File: config.mk
export PLATFORM = sky130hd
export DESIGN_NAME = cpu_hotplug_need_estimator
export DESIGN_NICKNAME = d
export VERILOG_FILES = /design/src/hw/rtl/chne_pkg.sv /design/src/hw/rtl/cpu_hotplug_need_estimator.sv /design/src/hw/rtl/chne_ram.sv /design/src/hw/rtl/chne_walk.sv /design/src/hw/rtl/chne_decide.sv
export VERILOG_INCLUDE_DIRS = /design/src /design/src/hw/rtl
export SDC_FILE = /design/constraint.sdc
export NUM_CORES = 2
export LEC_CHECK = 0
export ABC_CLOCK_PERIOD_IN_PS = 8660
export BUFFER_PORTS_ARGS = -buffer_cell sky130_fd_sc_hd__buf_2
export CAP_MARGIN = 5
export CORE_MARGIN = 3
export CORE_UTILIZATION = 25
export DETAILED_ROUTE_END_ITERATION = 12
export GPL_TIMING_DRIVEN = 0
export SLEW_MARGIN = 20
export SYNTH_ARGS = -nofsm -noshare
export SYNTH_HDL_FRONTEND = slang
export SYNTH_HIERARCHICAL = 1
export SYNTH_SLANG_ARGS = --single-unit
File: constraint.sdc
create_clock -name clk_i -period 8.66 [get_ports clk_i]
set_input_delay 0.866 -clock clk_i [delete_from_list [all_inputs] [get_ports clk_i]]
set_output_delay 0.866 -clock clk_i [all_outputs]
set_load 0.01 [all_outputs]
File: src/hw/rtl/cpu_hotplug_need_estimator_assert.svh
// Assertion macros shared by the estimator RTL.
`ifndef CPU_HOTPLUG_NEED_ESTIMATOR_ASSERT_SVH
`define CPU_HOTPLUG_NEED_ESTIMATOR_ASSERT_SVH

// Checked on the rising clock edge, muted while reset is asserted.
`define CHNE_ASSERT(lbl, prop, msg) \
  lbl: assert property (@(posedge clk_i) disable iff (!rst_ni) (prop)) else $error(msg);

// Checked on every rising clock edge, reset included.
`define CHNE_ASSERT_ALWAYS(lbl, prop, msg) \
  lbl: assert property (@(posedge clk_i) (prop)) else $error(msg);

`endif

File: src/hw/rtl/chne_pkg.sv
// Package with widths, constants and types of the hot-plug need estimator.
`timescale 1ns / 1ps
package chne_pkg;

  localparam int unsigned DEPTH   = 25;
  localparam int unsigned IDX_W   = $clog2(DEPTH);
  localparam int unsigned LOAD_W  = 7;
  localparam int unsigned FREQ_W  = 12;
  localparam int unsigned MS_W    = 16;
  localparam int unsigned TASKS_W = 10;
  localparam int unsigned CORES_W = 4;
  localparam int unsigned LF_W    = 21;
  localparam int unsigned T_W     = 9;
  localparam int unsigned TASK_W  = 17;
  localparam int unsigned PROD_W  = LF_W + T_W;
  localparam int unsigned WSUM_W  = 35;
  localparam int unsigned TSUM_W  = 14;
  localparam int unsigned SSUM_W  = 19;
  localparam int unsigned THR_W   = 20;
  localparam int unsigned IN_W    = 72;
  localparam int unsigned OUT_W   = 8;

  localparam logic [T_W-1:0]    TIME_CLAMP = 9'd500;
  localparam logic [FREQ_W-1:0] FREQ_RESET = 12'd1200;
  localparam logic [TASK_W-1:0] TASK_SCALE = 17'd100;

  // Window lengths in ms.
  localparam logic [TSUM_W-1:0] WIN_100 = 14'd100;
  localparam logic [TSUM_W-1:0] WIN_150 = 14'd150;
  localparam logic [TSUM_W-1:0] WIN_250 = 14'd250;
  localparam logic [TSUM_W-1:0] WIN_300 = 14'd300;

  // Load threshold factors, multiplied by the maximum frequency.
  localparam logic [7:0] KLO_TWO   = 8'd20;
  localparam logic [7:0] KLO_THREE = 8'd60;
  localparam logic [7:0] KLO_FOUR  = 8'd90;
  localparam logic [7:0] KHI_ONE   = 8'd80;
  localparam logic [7:0] KHI_TWO   = 8'd120;
  localparam logic [7:0] KHI_THREE = 8'd180;

  // Task thresholds on sums: avg(n) >= C is sum >= C*n, avg(n) <= C is sum <= C*n+n-1.
  localparam logic [SSUM_W-1:0] TS_ONE_UP    = 19'd450;
  localparam logic [SSUM_W-1:0] TS_TWO_DOWN  = 19'd200;
  localparam logic [SSUM_W-1:0] TS_TWO_UP    = 19'd1000;
  localparam logic [SSUM_W-1:0] TS_THREE_DN  = 19'd601;
  localparam logic [SSUM_W-1:0] TS_THREE_UP  = 19'd1400;
  localparam logic [SSUM_W-1:0] TS_FOUR_DOWN = 19'd1202;

  localparam logic [LOAD_W-1:0] L0_UP_MIN   = 7'd80;
  localparam logic [LOAD_W-1:0] L0_DOWN_LIM = 7'd100;

  localparam logic [CORES_W-1:0] CORES_ONE   = 4'd1;
  localparam logic [CORES_W-1:0] CORES_TWO   = 4'd2;
  localparam logic [CORES_W-1:0] CORES_THREE = 4'd3;
  localparam logic [CORES_W-1:0] CORES_FOUR  = 4'd4;

  typedef enum logic [1:0] {
    ST_IDLE,
    ST_WALK,
    ST_DECIDE,
    ST_HOLD
  } state_e;

  typedef struct packed {
    logic [WSUM_W-1:0] w100;
    logic [WSUM_W-1:0] w150;
    logic [WSUM_W-1:0] w250;
    logic [WSUM_W-1:0] w300;
    logic [TSUM_W-1:0] t100;
    logic [TSUM_W-1:0] t150;
    logic [TSUM_W-1:0] t250;
    logic [TSUM_W-1:0] t300;
    logic [SSUM_W-1:0] s1;
    logic [SSUM_W-1:0] s2;
    logic [SSUM_W-1:0] s3;
    logic [SSUM_W-1:0] s4;
  } walk_res_t;

endpackage

File: src/hw/rtl/cpu_hotplug_need_estimator.sv
// Top level of the core hot-plug need estimator.
`timescale 1ns / 1ps
// Usage. Each beat on the slave stream is one load sample; each beat on the
// master stream is the decision for that sample: the number of cores that
// should be online and a wake request. One result beat per input beat, in order.
// The configuration port writes the maximum core frequency whenever cfg_we_i
// is high; write it only while no sample is in flight.
// Timing. A sample is taken when s_axis_tvalid and s_axis_tready are high.
// Its history entries are written to the two ring memories at that edge. The
// walker then reads all 25 ring entries, one read per cycle from the memory
// port, through a read, a multiply and an accumulate stage, and the decision
// unit registers the scaled thresholds and then the products before the result
// is ready. One sample is processed at a time: a new sample is taken only
// after the decision for the last one has been loaded into the output register.
// Stalls. The result sits in an output register; the next sample is taken
// while it waits. If the receiver still holds off when the next decision is
// ready, the block waits and takes no new sample.
// Reset. Both rings read as zero (a valid bit per entry is cleared), the head
// returns to zero and the maximum frequency returns to 1200 MHz. No clearing
// pass is needed; the block is ready in the first cycle after reset.
module cpu_hotplug_need_estimator (
  input  logic                         clk_i,
  input  logic                         rst_ni,
  input  logic                         cfg_we_i,
  input  logic [chne_pkg::FREQ_W-1:0]  cfg_wdata_i,
  input  logic                         s_axis_tvalid,
  output logic                         s_axis_tready,
  // load_core0, load_core1, load_core2, load_core3, freq_mhz, elapsed_ms,
  // running_tasks, online_cores, then two zero bits
  input  logic [chne_pkg::IN_W-1:0]    s_axis_tdata,
  output logic                         m_axis_tvalid,
  input  logic                         m_axis_tready,
  // needed_cores, wake_request, then three zero bits
  output logic [chne_pkg::OUT_W-1:0]   m_axis_tdata
);
  import chne_pkg::*;

  `include "cpu_hotplug_need_estimator_assert.svh"

  localparam logic [IDX_W-1:0] LAST = IDX_W'(DEPTH - 1);

  state_e state_q, state_d;

  logic [FREQ_W-1:0]  max_freq_q;
  logic [IDX_W-1:0]   head_q, head_nxt;
  logic [DEPTH-1:0]   valid_q;
  logic [CORES_W-1:0] online_q;
  logic [LOAD_W-1:0]  l0_q;
  logic               walk_start_q;
  logic               accept;

  logic [LOAD_W-1:0]  ld0, ld1, ld2, ld3;
  logic [FREQ_W-1:0]  freq;
  logic [MS_W-1:0]    ms;
  logic [TASKS_W-1:0] tasks;
  logic [8:0]         load_sum;
  logic [LF_W-1:0]    wr_lf;
  logic [T_W-1:0]     wr_t;
  logic [TASK_W-1:0]  wr_task;

  logic               rd_en;
  logic [IDX_W-1:0]   rd_addr;
  logic [LF_W+T_W-1:0] rd_load;
  logic [TASK_W-1:0]  rd_task;
  logic               walk_done;
  walk_res_t          walk_res;

  logic               dec_start, dec_done, dec_wake;
  logic [CORES_W-1:0] dec_need;
  logic               out_load;
  logic               out_valid_q;
  logic [CORES_W-1:0] out_need_q;
  logic               out_wake_q;

  assign ld0   = s_axis_tdata[6:0];
  assign ld1   = s_axis_tdata[13:7];
  assign ld2   = s_axis_tdata[20:14];
  assign ld3   = s_axis_tdata[27:21];
  assign freq  = s_axis_tdata[39:28];
  assign ms    = s_axis_tdata[55:40];
  assign tasks = s_axis_tdata[65:56];

  assign load_sum = 9'(ld0) + 9'(ld1) + 9'(ld2) + 9'(ld3);
  assign wr_lf    = LF_W'(load_sum * freq);
  assign wr_t     = (ms > MS_W'(TIME_CLAMP)) ? TIME_CLAMP : ms[T_W-1:0];
  assign wr_task  = TASK_W'(tasks * TASK_SCALE);

  assign s_axis_tready = (state_q == ST_IDLE);
  assign accept        = s_axis_tvalid && s_axis_tready;
  assign head_nxt      = (head_q == LAST) ? '0 : head_q + 1'b1;

  always_ff @(posedge clk_i or negedge rst_ni) begin
    if (!rst_ni) begin
      max_freq_q <= FREQ_RESET;
    end else if (cfg_we_i) begin
      max_freq_q <= cfg_wdata_i;
    end
  end

  // The ring head advances first; the new entry lands at the new head.
  always_ff @(posedge clk_i or negedge rst_ni) begin
    if (!rst_ni) begin
      head_q       <= '0;
      valid_q      <= '0;
      walk_start_q <= 1'b0;
    end else begin
      walk_start_q <= accept;
      if (accept) begin
        head_q            <= head_nxt;
        valid_q[head_nxt] <= 1'b1;
      end
    end
  end

  always_ff @(posedge clk_i) begin
    if (accept) begin
      online_q <= s_axis_tdata[69:66];
      l0_q     <= ld0;
    end
  end

  chne_ram #(
    .WIDTH(LF_W + T_W),
    .DEPTH(DEPTH)
  ) u_load_ram (
    .clk_i  (clk_i),
    .we_i   (accept),
    .waddr_i(head_nxt),
    .wdata_i({wr_lf, wr_t}),
    .re_i   (rd_en),
    .raddr_i(rd_addr),
    .rdata_o(rd_load)
  );

  chne_ram #(
    .WIDTH(TASK_W),
    .DEPTH(DEPTH)
  ) u_task_ram (
    .clk_i  (clk_i),
    .we_i   (accept),
    .waddr_i(head_nxt),
    .wdata_i(wr_task),
    .re_i   (rd_en),
    .raddr_i(rd_addr),
    .rdata_o(rd_task)
  );

  chne_walk u_walk (
    .clk_i    (clk_i),
    .rst_ni   (rst_ni),
    .start_i  (walk_start_q),
    .head_i   (head_q),
    .valid_i  (valid_q),
    .rd_en_o  (rd_en),
    .rd_addr_o(rd_addr),
    .lf_i     (rd_load[LF_W+T_W-1:T_W]),
    .t_i      (rd_load[T_W-1:0]),
    .task_i   (rd_task),
    .done_o   (walk_done),
    .res_o    (walk_res)
  );

  assign dec_start = walk_done;

  chne_decide u_decide (
    .clk_i     (clk_i),
    .rst_ni    (rst_ni),
    .start_i   (dec_start),
    .res_i     (walk_res),
    .online_i  (online_q),
    .l0_i      (l0_q),
    .max_freq_i(max_freq_q),
    .done_o    (dec_done),
    .need_o    (dec_need),
    .wake_o    (dec_wake)
  );

  always_ff @(posedge clk_i or negedge rst_ni) begin
    if (!rst_ni) begin
      state_q <= ST_IDLE;
    end else begin
      state_q <= state_d;
    end
  end

  // The decision stays on the decide outputs until the next sample is taken, so a
  // stalled output only has to wait here.
  always_comb begin
    state_d  = state_q;
    out_load = 1'b0;
    unique case (state_q)
      ST_IDLE: begin
        if (accept) state_d = ST_WALK;
      end
      ST_WALK: begin
        if (walk_done) state_d = ST_DECIDE;
      end
      ST_DECIDE, ST_HOLD: begin
        if ((state_q == ST_HOLD) || dec_done) begin
          if (!out_valid_q || m_axis_tready) begin
            out_load = 1'b1;
            state_d  = ST_IDLE;
          end else begin
            state_d  = ST_HOLD;
          end
        end
      end
      default: state_d = ST_IDLE;
    endcase
  end

  always_ff @(posedge clk_i or negedge rst_ni) begin
    if (!rst_ni) begin
      out_valid_q <= 1'b0;
    end else if (out_load) begin
      out_valid_q <= 1'b1;
    end else if (m_axis_tready) begin
      out_valid_q <= 1'b0;
    end
  end

  always_ff @(posedge clk_i) begin
    if (out_load) begin
      out_need_q <= dec_need;
      out_wake_q <= dec_wake;
    end
  end

  assign m_axis_tvalid = out_valid_q;
  assign m_axis_tdata  = {3'b000, out_wake_q, out_need_q};

  `CHNE_ASSERT(a_walk_done_in_walk, walk_done |-> (state_q == ST_WALK), "walk ended outside walk state")
  `CHNE_ASSERT(a_dec_done_in_decide, dec_done |-> (state_q == ST_DECIDE), "decision outside decide state")
  `CHNE_ASSERT(a_accept_starts_walk, accept |=> (walk_start_q && state_q == ST_WALK), "sample did not start a walk")
  `CHNE_ASSERT_ALWAYS(a_no_read_when_idle, !(rd_en && (state_q == ST_IDLE)), "ring read while idle")

endmodule

File: src/hw/rtl/chne_ram.sv
// Generic single-write, single-read RAM with registered read data.
`timescale 1ns / 1ps
module chne_ram #(
  parameter int unsigned WIDTH = 8,
  parameter int unsigned DEPTH = 16
) (
  input  logic                     clk_i,
  input  logic                     we_i,
  input  logic [$clog2(DEPTH)-1:0] waddr_i,
  input  logic [WIDTH-1:0]         wdata_i,
  input  logic                     re_i,
  input  logic [$clog2(DEPTH)-1:0] raddr_i,
  output logic [WIDTH-1:0]         rdata_o
);

  logic [WIDTH-1:0] mem_q [DEPTH];
  logic [WIDTH-1:0] rdata_q;

  always_ff @(posedge clk_i) begin
    if (we_i) begin
      mem_q[waddr_i] <= wdata_i;
    end
    if (re_i) begin
      rdata_q <= mem_q[raddr_i];
    end
  end

  assign rdata_o = rdata_q;

endmodule

File: src/hw/rtl/chne_walk.sv
// Ring walker: reads history newest first and accumulates window sums.
`timescale 1ns / 1ps
module chne_walk (
  input  logic                        clk_i,
  input  logic                        rst_ni,
  input  logic                        start_i,
  input  logic [chne_pkg::IDX_W-1:0]  head_i,
  input  logic [chne_pkg::DEPTH-1:0]  valid_i,
  output logic                        rd_en_o,
  output logic [chne_pkg::IDX_W-1:0]  rd_addr_o,
  input  logic [chne_pkg::LF_W-1:0]   lf_i,
  input  logic [chne_pkg::T_W-1:0]    t_i,
  input  logic [chne_pkg::TASK_W-1:0] task_i,
  output logic                        done_o,
  output chne_pkg::walk_res_t         res_o
);
  import chne_pkg::*;

  localparam logic [IDX_W-1:0] LAST = IDX_W'(DEPTH - 1);

  logic              issue_q;
  logic [IDX_W-1:0]  k_q, idx_q;
  logic              v1_q, ev1_q, v2_q, done_q;
  logic [IDX_W-1:0]  k1_q, k2_q;
  logic [PROD_W-1:0] prod_q;
  logic [T_W-1:0]    t2_q;
  logic [TASK_W-1:0] task2_q;
  logic [TSUM_W-1:0] tsum_q, tsum_d;
  logic [WSUM_W-1:0] wsum_q, wsum_d;
  logic [SSUM_W-1:0] ssum_q, ssum_d;
  walk_res_t         res_q;

  assign rd_en_o   = issue_q;
  assign rd_addr_o = idx_q;

  always_ff @(posedge clk_i or negedge rst_ni) begin
    if (!rst_ni) begin
      issue_q <= 1'b0;
      k_q     <= '0;
      idx_q   <= '0;
      v1_q    <= 1'b0;
      v2_q    <= 1'b0;
      done_q  <= 1'b0;
    end else begin
      v1_q   <= issue_q;
      v2_q   <= v1_q;
      done_q <= v2_q && (k2_q == LAST);
      if (start_i) begin
        issue_q <= 1'b1;
        k_q     <= '0;
        idx_q   <= head_i;
      end else if (issue_q) begin
        issue_q <= (k_q != LAST);
        k_q     <= k_q + 1'b1;
        idx_q   <= (idx_q == '0) ? LAST : idx_q - 1'b1;
      end
    end
  end

  // Entries never written since reset read as zero.
  always_ff @(posedge clk_i) begin
    k1_q    <= k_q;
    ev1_q   <= valid_i[idx_q];
    k2_q    <= k1_q;
    prod_q  <= ev1_q ? PROD_W'(lf_i * t_i) : '0;
    t2_q    <= ev1_q ? t_i : '0;
    task2_q <= ev1_q ? task_i : '0;
  end

  assign tsum_d = tsum_q + TSUM_W'(t2_q);
  assign wsum_d = wsum_q + WSUM_W'(prod_q);
  assign ssum_d = ssum_q + SSUM_W'(task2_q);

  // An entry belongs to a window while the time before it is still short of the window.
  always_ff @(posedge clk_i) begin
    if (start_i) begin
      tsum_q <= '0;
      wsum_q <= '0;
      ssum_q <= '0;
      res_q  <= '0;
    end else if (v2_q) begin
      tsum_q <= tsum_d;
      wsum_q <= wsum_d;
      ssum_q <= ssum_d;
      if (tsum_q < WIN_100) begin
        res_q.w100 <= wsum_d;
        res_q.t100 <= tsum_d;
      end
      if (tsum_q < WIN_150) begin
        res_q.w150 <= wsum_d;
        res_q.t150 <= tsum_d;
      end
      if (tsum_q < WIN_250) begin
        res_q.w250 <= wsum_d;
        res_q.t250 <= tsum_d;
      end
      if (tsum_q < WIN_300) begin
        res_q.w300 <= wsum_d;
        res_q.t300 <= tsum_d;
      end
      case (k2_q)
        IDX_W'(0): res_q.s1 <= ssum_d;
        IDX_W'(1): res_q.s2 <= ssum_d;
        IDX_W'(2): res_q.s3 <= ssum_d;
        IDX_W'(3): res_q.s4 <= ssum_d;
        default: ;
      endcase
    end
  end

  assign done_o = done_q;
  assign res_o  = res_q;

endmodule

File: src/hw/rtl/chne_decide.sv
// Threshold evaluation: scales limits by the maximum frequency and picks the core count.
`timescale 1ns / 1ps
module chne_decide (
  input  logic                         clk_i,
  input  logic                         rst_ni,
  input  logic                         start_i,
  input  chne_pkg::walk_res_t          res_i,
  input  logic [chne_pkg::CORES_W-1:0] online_i,
  input  logic [chne_pkg::LOAD_W-1:0]  l0_i,
  input  logic [chne_pkg::FREQ_W-1:0]  max_freq_i,
  output logic                         done_o,
  output logic [chne_pkg::CORES_W-1:0] need_o,
  output logic                         wake_o
);
  import chne_pkg::*;

  logic              v1_q, v2_q;
  logic [7:0]        klo, khi;
  logic [THR_W-1:0]  klo_q, khi_q;
  logic [WSUM_W-1:0] plo_q, phi_q, whi_q, whi;
  logic [TSUM_W-1:0] thi_q, thi;
  logic              lo_ok, hi_ok;
  logic [CORES_W-1:0] need;

  always_comb begin
    klo = '0;
    khi = '0;
    whi = res_i.w100;
    thi = res_i.t100;
    unique case (online_i)
      CORES_ONE: begin
        khi = KHI_ONE;
      end
      CORES_TWO: begin
        klo = KLO_TWO;
        khi = KHI_TWO;
        whi = res_i.w150;
        thi = res_i.t150;
      end
      CORES_THREE: begin
        klo = KLO_THREE;
        khi = KHI_THREE;
        whi = res_i.w250;
        thi = res_i.t250;
      end
      CORES_FOUR: begin
        klo = KLO_FOUR;
      end
      default: ;
    endcase
  end

  always_ff @(posedge clk_i or negedge rst_ni) begin
    if (!rst_ni) begin
      v1_q <= 1'b0;
      v2_q <= 1'b0;
    end else begin
      v1_q <= start_i;
      v2_q <= v1_q;
    end
  end

  // avg > K*F holds when wsum >= (K*F+1)*tsum; avg < K*F when wsum < K*F*tsum.
  always_ff @(posedge clk_i) begin
    if (start_i) begin
      klo_q <= THR_W'(max_freq_i * klo);
      khi_q <= THR_W'(max_freq_i * khi) + 1'b1;
      whi_q <= whi;
      thi_q <= thi;
    end
    if (v1_q) begin
      plo_q <= WSUM_W'(klo_q) * WSUM_W'(res_i.t300);
      phi_q <= WSUM_W'(khi_q) * WSUM_W'(thi_q);
    end
  end

  assign lo_ok = (res_i.t300 == '0) ? (klo_q != '0) : (res_i.w300 < plo_q);
  assign hi_ok = (thi_q != '0) && (whi_q >= phi_q);

  always_comb begin
    need = online_i;
    unique case (online_i)
      CORES_ONE: begin
        if (l0_i >= L0_UP_MIN && hi_ok && res_i.s3 >= TS_ONE_UP) need = online_i + 1'b1;
      end
      CORES_TWO: begin
        if (res_i.s1 <= TS_TWO_DOWN && l0_i < L0_DOWN_LIM && lo_ok) begin
          need = online_i - 1'b1;
        end else if (hi_ok && res_i.s4 >= TS_TWO_UP) begin
          need = online_i + 1'b1;
        end
      end
      CORES_THREE: begin
        if (res_i.s2 <= TS_THREE_DN && lo_ok) begin
          need = online_i - 1'b1;
        end else if (hi_ok && res_i.s4 >= TS_THREE_UP) begin
          need = online_i + 1'b1;
        end
      end
      CORES_FOUR: begin
        if (res_i.s3 <= TS_FOUR_DOWN && lo_ok) need = online_i - 1'b1;
      end
      default: ;
    endcase
  end

  assign done_o = v2_q;
  assign need_o = need;
  assign wake_o = (online_i >= CORES_TWO) && (need >= CORES_TWO);

endmodule
# [After elaboration in Yosys (flattened, before gate mapping)]
# Memory sizes are Yosys's and may differ from the RTL's. A register that Yosys moved wholly into a read port is not among the register bits.
# Index checks and enable logic that the tools add are counted.
[word_totals] reg_bits=659 latch_bits=0 ram_bits=1125 rom_bits=0 in_bits=89 out_inout_bits=10 elab_cells=175 memories=2
[op_classes] add_sub_neg=12 n_mul=7 div_mod_pow=0 n_lt_le_gt_ge=20 n_eq_ne=16 n_shift=0 muxes=37 n_bitwise=1 n_reduce_logical=34
[mem_list] memory="u_load_ram.mem_q" depth=25 width=30 read_ports=1 rd_clocked_by_memory_dff=1 wr=1 line="chne_ram.sv:16" rtl="logic [WIDTH-1:0] mem_q [DEPTH];"
[mem_list] memory="u_task_ram.mem_q" depth=25 width=15 read_ports=1 rd_clocked_by_memory_dff=1 wr=1 line="chne_ram.sv:16"
[op_table] op="35-bit case mux with 2 select lines" n=1
[op_table] op="20-bit by 14-bit multiplier with 34-bit output" n=2
[op_table] op="35-bit by 30-bit adder with 35-bit output" n=1
[op_table] op="35-bit by 34-bit greater-or-equal comparator with 1-bit output" n=1
[op_table] op="35-bit by 34-bit < comparator with 1-bit output" n=1
[op_table] op="21-bit by 9-bit multiplier with 30-bit output" n=1
[op_table] op="5-bit two-way mux" n=6
[op_table] op="14-bit by 8-bit < comparator with 1-bit output (second input constant)" n=2
[op_table] op="14-bit case mux with 2 select lines" n=1
[op_table] op="25-bit bitwise OR" n=1
[op_table] op="4-bit two-way mux" n=6
[op_table] op="8-bit case mux with 3 select lines" n=1
[op_table] op="9-bit by 12-bit multiplier with 21-bit output" n=1
[op_table] op="7-bit case mux with 3 select lines" n=1
[op_table] op="20-bit by 1-bit adder with 20-bit output (second input constant)" n=1
[op_table] op="12-bit by 8-bit multiplier with 20-bit output" n=1
[op_table] op="20-bit nonzero test" n=1
[op_table] op="19-bit by 17-bit adder with 19-bit output" n=1
[op_table] op="19-bit by 10-bit greater-or-equal comparator with 1-bit output (second input constant)" n=1
[op_table] op="19-bit by 11-bit greater-or-equal comparator with 1-bit output (second input constant)" n=1
[op_table] op="19-bit by 9-bit greater-or-equal comparator with 1-bit output (second input constant)" n=1
[op_table] op="19-bit by 10-bit less-or-equal comparator with 1-bit output (second input constant)" n=1
[op_table] op="19-bit by 11-bit less-or-equal comparator with 1-bit output (second input constant)" n=1
[op_table] op="19-bit by 8-bit less-or-equal comparator with 1-bit output (second input constant)" n=1
[op_table] op="47 further kinds" n=91

# [Depth between registers and ports, before layout]
[logic_depth] depth_word=8 depth_mapped=27 mapped_depth_nobuf=25

# [Cells and area by module]
# Netlist, hierarchy kept.
[modules_own_cells] module="chne_ram at u_load_ram" instances=1 cells_per_inst=1264 area_each_um2=29301.9 seq_area_each_um2=23422.5
[modules_own_cells] module="chne_decide" instances=1 cells_per_inst=3017 area_each_um2=28810.1 seq_area_each_um2=4644.5
[modules_own_cells] module="chne_walk" instances=1 cells_per_inst=2690 area_each_um2=23019.6 seq_area_each_um2=8498.2
[modules_own_cells] module="chne_ram at u_task_ram" instances=1 cells_per_inst=754 area_each_um2=16748.6 seq_area_each_um2=13272.7
[modules_own_cells] module="cpu_hotplug_need_estimator" instances=1 cells_per_inst=872 area_each_um2=8066.5 seq_area_each_um2=1636.6

# [Worst setup path before layout]
# Ideal clock, no wire load.
[synth_timing] path_type="input-to-reg" start="in s_axis_tdata[1] in the netlist's numbering" end="mem u_load_ram/mem_q[0][29] in the netlist's numbering (data pin)" setup_time_ps=348 t_arrival_ps=7782 required_time_ps=8312 setup_slack_ps=530 cell_stages=26 path_buffers=1 path_cell_list="inv_1 -> fa_1 -> fa_1 -> inv_1 -> ha_1 -> fa_1 -> a21o_1 -> a21o_1 -> a21oi_4 -> buf_6 -> mux2i_1 -> a311o_1 -> fa_1 -> inv_1 -> fa_1 -> inv_1 -> fa_1 -> inv_1 -> fa_1 -> inv_1 -> ha_1 -> a21oi_1 -> o211ai_1 -> a221oi_1 -> o31ai_1 -> xnor2_1"
[synth_between] elab_chain_cells=4
[synth_rtl] item="from (decl)" line="cpu_hotplug_need_estimator.sv:30" rtl="input logic [chne_pkg::IN_W-1:0] s_axis_tdata,"
[synth_rtl] item="7-bit by 7-bit adder with 8-bit output" line="cpu_hotplug_need_estimator.sv:83" rtl="assign load_sum = 9'(ld0) + 9'(ld1) + 9'(ld2) + 9'(ld3);"
[synth_rtl] item="8-bit by 7-bit adder with 9-bit output" line="cpu_hotplug_need_estimator.sv:83"
[synth_rtl] item="9-bit by 7-bit adder with 9-bit output" line="cpu_hotplug_need_estimator.sv:83"
[synth_rtl] item="9-bit by 12-bit multiplier with 21-bit output" line="cpu_hotplug_need_estimator.sv:84" rtl="assign wr_lf = LF_W'(load_sum * freq);"
[synth_rtl] item="via wr_lf[20]" line="cpu_hotplug_need_estimator.sv:57" rtl="logic [LF_W-1:0] wr_lf;"
[synth_rtl] item="to (decl)" line="chne_ram.sv:16"
# The timed path passes the listed nets, and every way through them passes these cells.

# [Worst setup path after layout]
[layout_timing] start="reg u_decide.thi_q[7]" end="reg u_decide.phi_q[33] (data pin)"
[layout_between] elab_chain_cells=1
[layout_rtl] item="from (decl)" line="chne_decide.sv:21" rtl="logic [TSUM_W-1:0] thi_q, thi;"
[layout_rtl] item="from (signal assigned)" line="chne_decide.sv:69" rtl="thi_q <= thi;"
[layout_rtl] item="20-bit by 14-bit multiplier with 34-bit output" line="chne_decide.sv:73" rtl="phi_q <= WSUM_W'(khi_q) * WSUM_W'(thi_q);"
[layout_rtl] item="to (signal assigned)" line="chne_decide.sv:73"
[layout_rtl] item="to (decl)" line="chne_decide.sv:20" rtl="logic [WSUM_W-1:0] plo_q, phi_q, whi_q, whi;"
# Every way passes these cells.
# A chain may end at the register's enable or synchronous reset.

==> reports/qor.csv <==
metric,value,unit
outcome,"complete, no violations",
Avg Inst Size Synth,12.3,sq um
fin crit share,0.925,
antenna violations before repair,19,
Final Hold Viols,0,
global-route usage over all layers,0.126,
Worst EP arrival,8.59,ns
Antenna Nets Post-Route,0,
CTS resizes,0,
startpoint types,flip-flop,
die width,656,um
worst slew pin tran,1.22,ns
Mapped Area,106000,sq um
root buffer cell,clkbuf_16,
worst flop-to-flop path startpoint,u_decide/thi_q[7],
Worst-Skew Late Latency,0.87,ns
Initial Util,0.251,
hold crit path type,in -> reg,
WHS Endpoint,l0_q[3],
Core Box Area,421000,sq um
slowest cell delay on critical path,0.60,ns
Final setup violation count,0,
unrepaired setup endpoints after global routing,no,
Hold Crit Start,s_axis_tdata[3],
final hold slack,0.178,ns
Post-Syn Instances,8576,
Clock Path Buffers,4,
Critical Path Fanout Max,10,
Worst path slowest cell,clkbuf_1,
vias in the first global route,67500,
Final GP Congestion,0.875,
Vias,67200,
Nets,10300,
CP dominant cell by count,fa_1,
DRC,0,
Synth-to-Final Area Change,14.8,%
worst hold stages,1,
Post-CTS Hold Buffers,1,
multi-input logic area,49800,sq um
Slew Limit Fails,0,
full die area,431000,sq um
Crit Path Class,reg -> reg,
DRT Pass-1 Iters,10,
GR Overflow Total,0,
crit-path leading delay family,adder cells,
largest net degree at the start of global routing,61,
# rows,238,
Final Util,0.288,
Via density,4.55,
CTS tree,yes,
share of layout cells above drive strength 1,0.108,
DP Wirelength,205000,um
skew final,0.0926,ns
FF+latch area,51300,sq um
TritonCTS Buffers,197,
Slew headroom,0.180,
CTS HTree Levels,4,
Highest Clock Rate,125,MHz
post-layout minimum cycle time,8.01,ns
first-pass GRT wire length,423000,um
worst path bufs/invs,5,
Antenna Cells,0,
max cap viols,0,
reg-to-reg endpoint,u_decide/phi_q[33],
FF-to-FF path depth,21,
fill count,42800,
Clock Pin Slew Worst Setup and Hold Paths,0.06,ns
io pins,99,
Setup crit end kind,flip-flop,
Reg2Reg Setup Slack,0.65,ns
CTS sink cnt,1853,
Critical path origin,u_decide/thi_q[7],
DRT Wirelength,276000,um
DRT iter0 DRCs,5800,
PortBufs,93,
Setup Buffers After CTS,0,
routed len/inst,18.7,um
crit path cell chain,clkbuf_1 > clkbuf_1 > nand2_1 > fa_1 > fa_1 > inv_1 > fa_1 > fa_1 > fa_1 > inv_1 > fa_1 > inv_1 > ha_1 > nand4_1 > o21bai_1 > a31oi_1 > a21oi_1 > nor4b_2 > o41ai_1 > a21oi_1 > xnor2_1,
Die H,656,um
Critical Path RT,9.24,ns
Yosys warning count,6,
[stage by stage]
| stage | instances | instance area (sq um) | setup TNS (ns) | setup WS, ns |
|---|---|---|---|---|
| floorplan | 8628 | 106000 | 0 | 0.530 |
| global placement | 14400 | 113000 | -124.22 | -1.17 |
| detailed placement | 14400 | 115000 | -14.91 | -0.387 |
| CTS | 14800 | 121000 | 0 | 0.447 |
| global route | 14800 | 121000 | 0 | 0.321 |
| finish | 14800 | 121000 | 0 | 0.646 |
[state kept, by name, summed over array words and instances (netlist names), 9 cells and up]
register,flops
max_freq_q,12
u_decide/khi_q,18
u_decide/klo_q,19
u_decide/phi_q,34
u_decide/plo_q,33
u_decide/thi_q,14
u_decide/whi_q,35
u_load_ram/mem_q,750
u_load_ram/rdata_o,30
u_task_ram/mem_q,425
u_task_ram/rdata_o,17
u_walk/prod_q,30
u_walk/res_o,267
u_walk/ssum_q,19
u_walk/t2_q,9
u_walk/task2_q,17
u_walk/tsum_q,14
u_walk/wsum_q,35
valid_q,25
[metal layers]
| metal | vias up | part of all wire | global-route usage |
|---|---|---|---|
| met2 | 2220 | 0.47 | 0.205 |
| met3 | 404 | 0.073 | 0.0220 |
| met5 | - | 0.000098 | 0 |
| met4 | 4 | 0.027 | 0.0302 |
| met1 | 33900 | 0.43 | 0.173 |
| li1 | 30700 | - | - |
[worst register-to-register path: stages, from the launching register on]
cell      delay (ns)
edfxtp_1        0.39
clkbuf_1        0.60
clkbuf_1        0.58
nand2_1         0.19
fa_1            0.56
fa_1            0.51
inv_1           0.05
fa_1            0.49
fa_1            0.56
fa_1            0.56
inv_1           0.07
fa_1            0.56
inv_1           0.05
ha_1            0.37
nand4_1         0.15
o21bai_1        0.24
a31oi_1         0.38
a21oi_1         0.18
nor4b_2         0.20
o41ai_1         0.58
a21oi_1         0.17
xnor2_1         0.36
[cells in the final DEF (no fill, tap or decap), types with 56 or more instances in the layout]
cell type	n
a211oi_1	62
nor2_1	293
mux4_2	275
nand2_1	1053
nand3_1	56
o22ai_1	74
xnor2_1	109
and2_1	473
inv_1	909
xor2_1	70
mux2i_1	85
a21o_1	105
clkbuf_16	203
and3_1	68
a21oi_1	386
dfxtp_1	402
a22oi_1	109
fa_1	710
edfxtp_1	1389
ha_1	546
clkbuf_1	344
buf_2	137
o21ai_0	183
[how the worst max path moves through the flow]
| stage | end | slack [ns] | depth (start not counted) |
|---|---|---|---|
| finish | u_decide/phi_q[33] | 0.65 | 21 |
| CTS | u_load_ram/mem_q[0][26] | 0.45 | 25 |
| floorplan | u_load_ram/mem_q[0][29] | 0.53 | 26 |
| detailed placement | u_load_ram/mem_q[0][26] | -0.39 | 25 |
| global placement | u_load_ram/mem_q[8][29] | -1.17 | 27 |
| global route | u_decide/plo_q[30] | 0.32 | 23 |
[final cells by class]
class	count	share of cell area
clock buffer	263	0.0452
buffer	410	0.0152
timing repair buffer	160	0.0136
clock inverter	89	0.00597
tap	5640	0.0582
sequential	1853	0.423
multi-input combinational	5453	0.411
inverter	912	0.0282
Power is not shown: default switching activity piles up to over one toggle a cycle in this logic, so the estimate is an artifact.
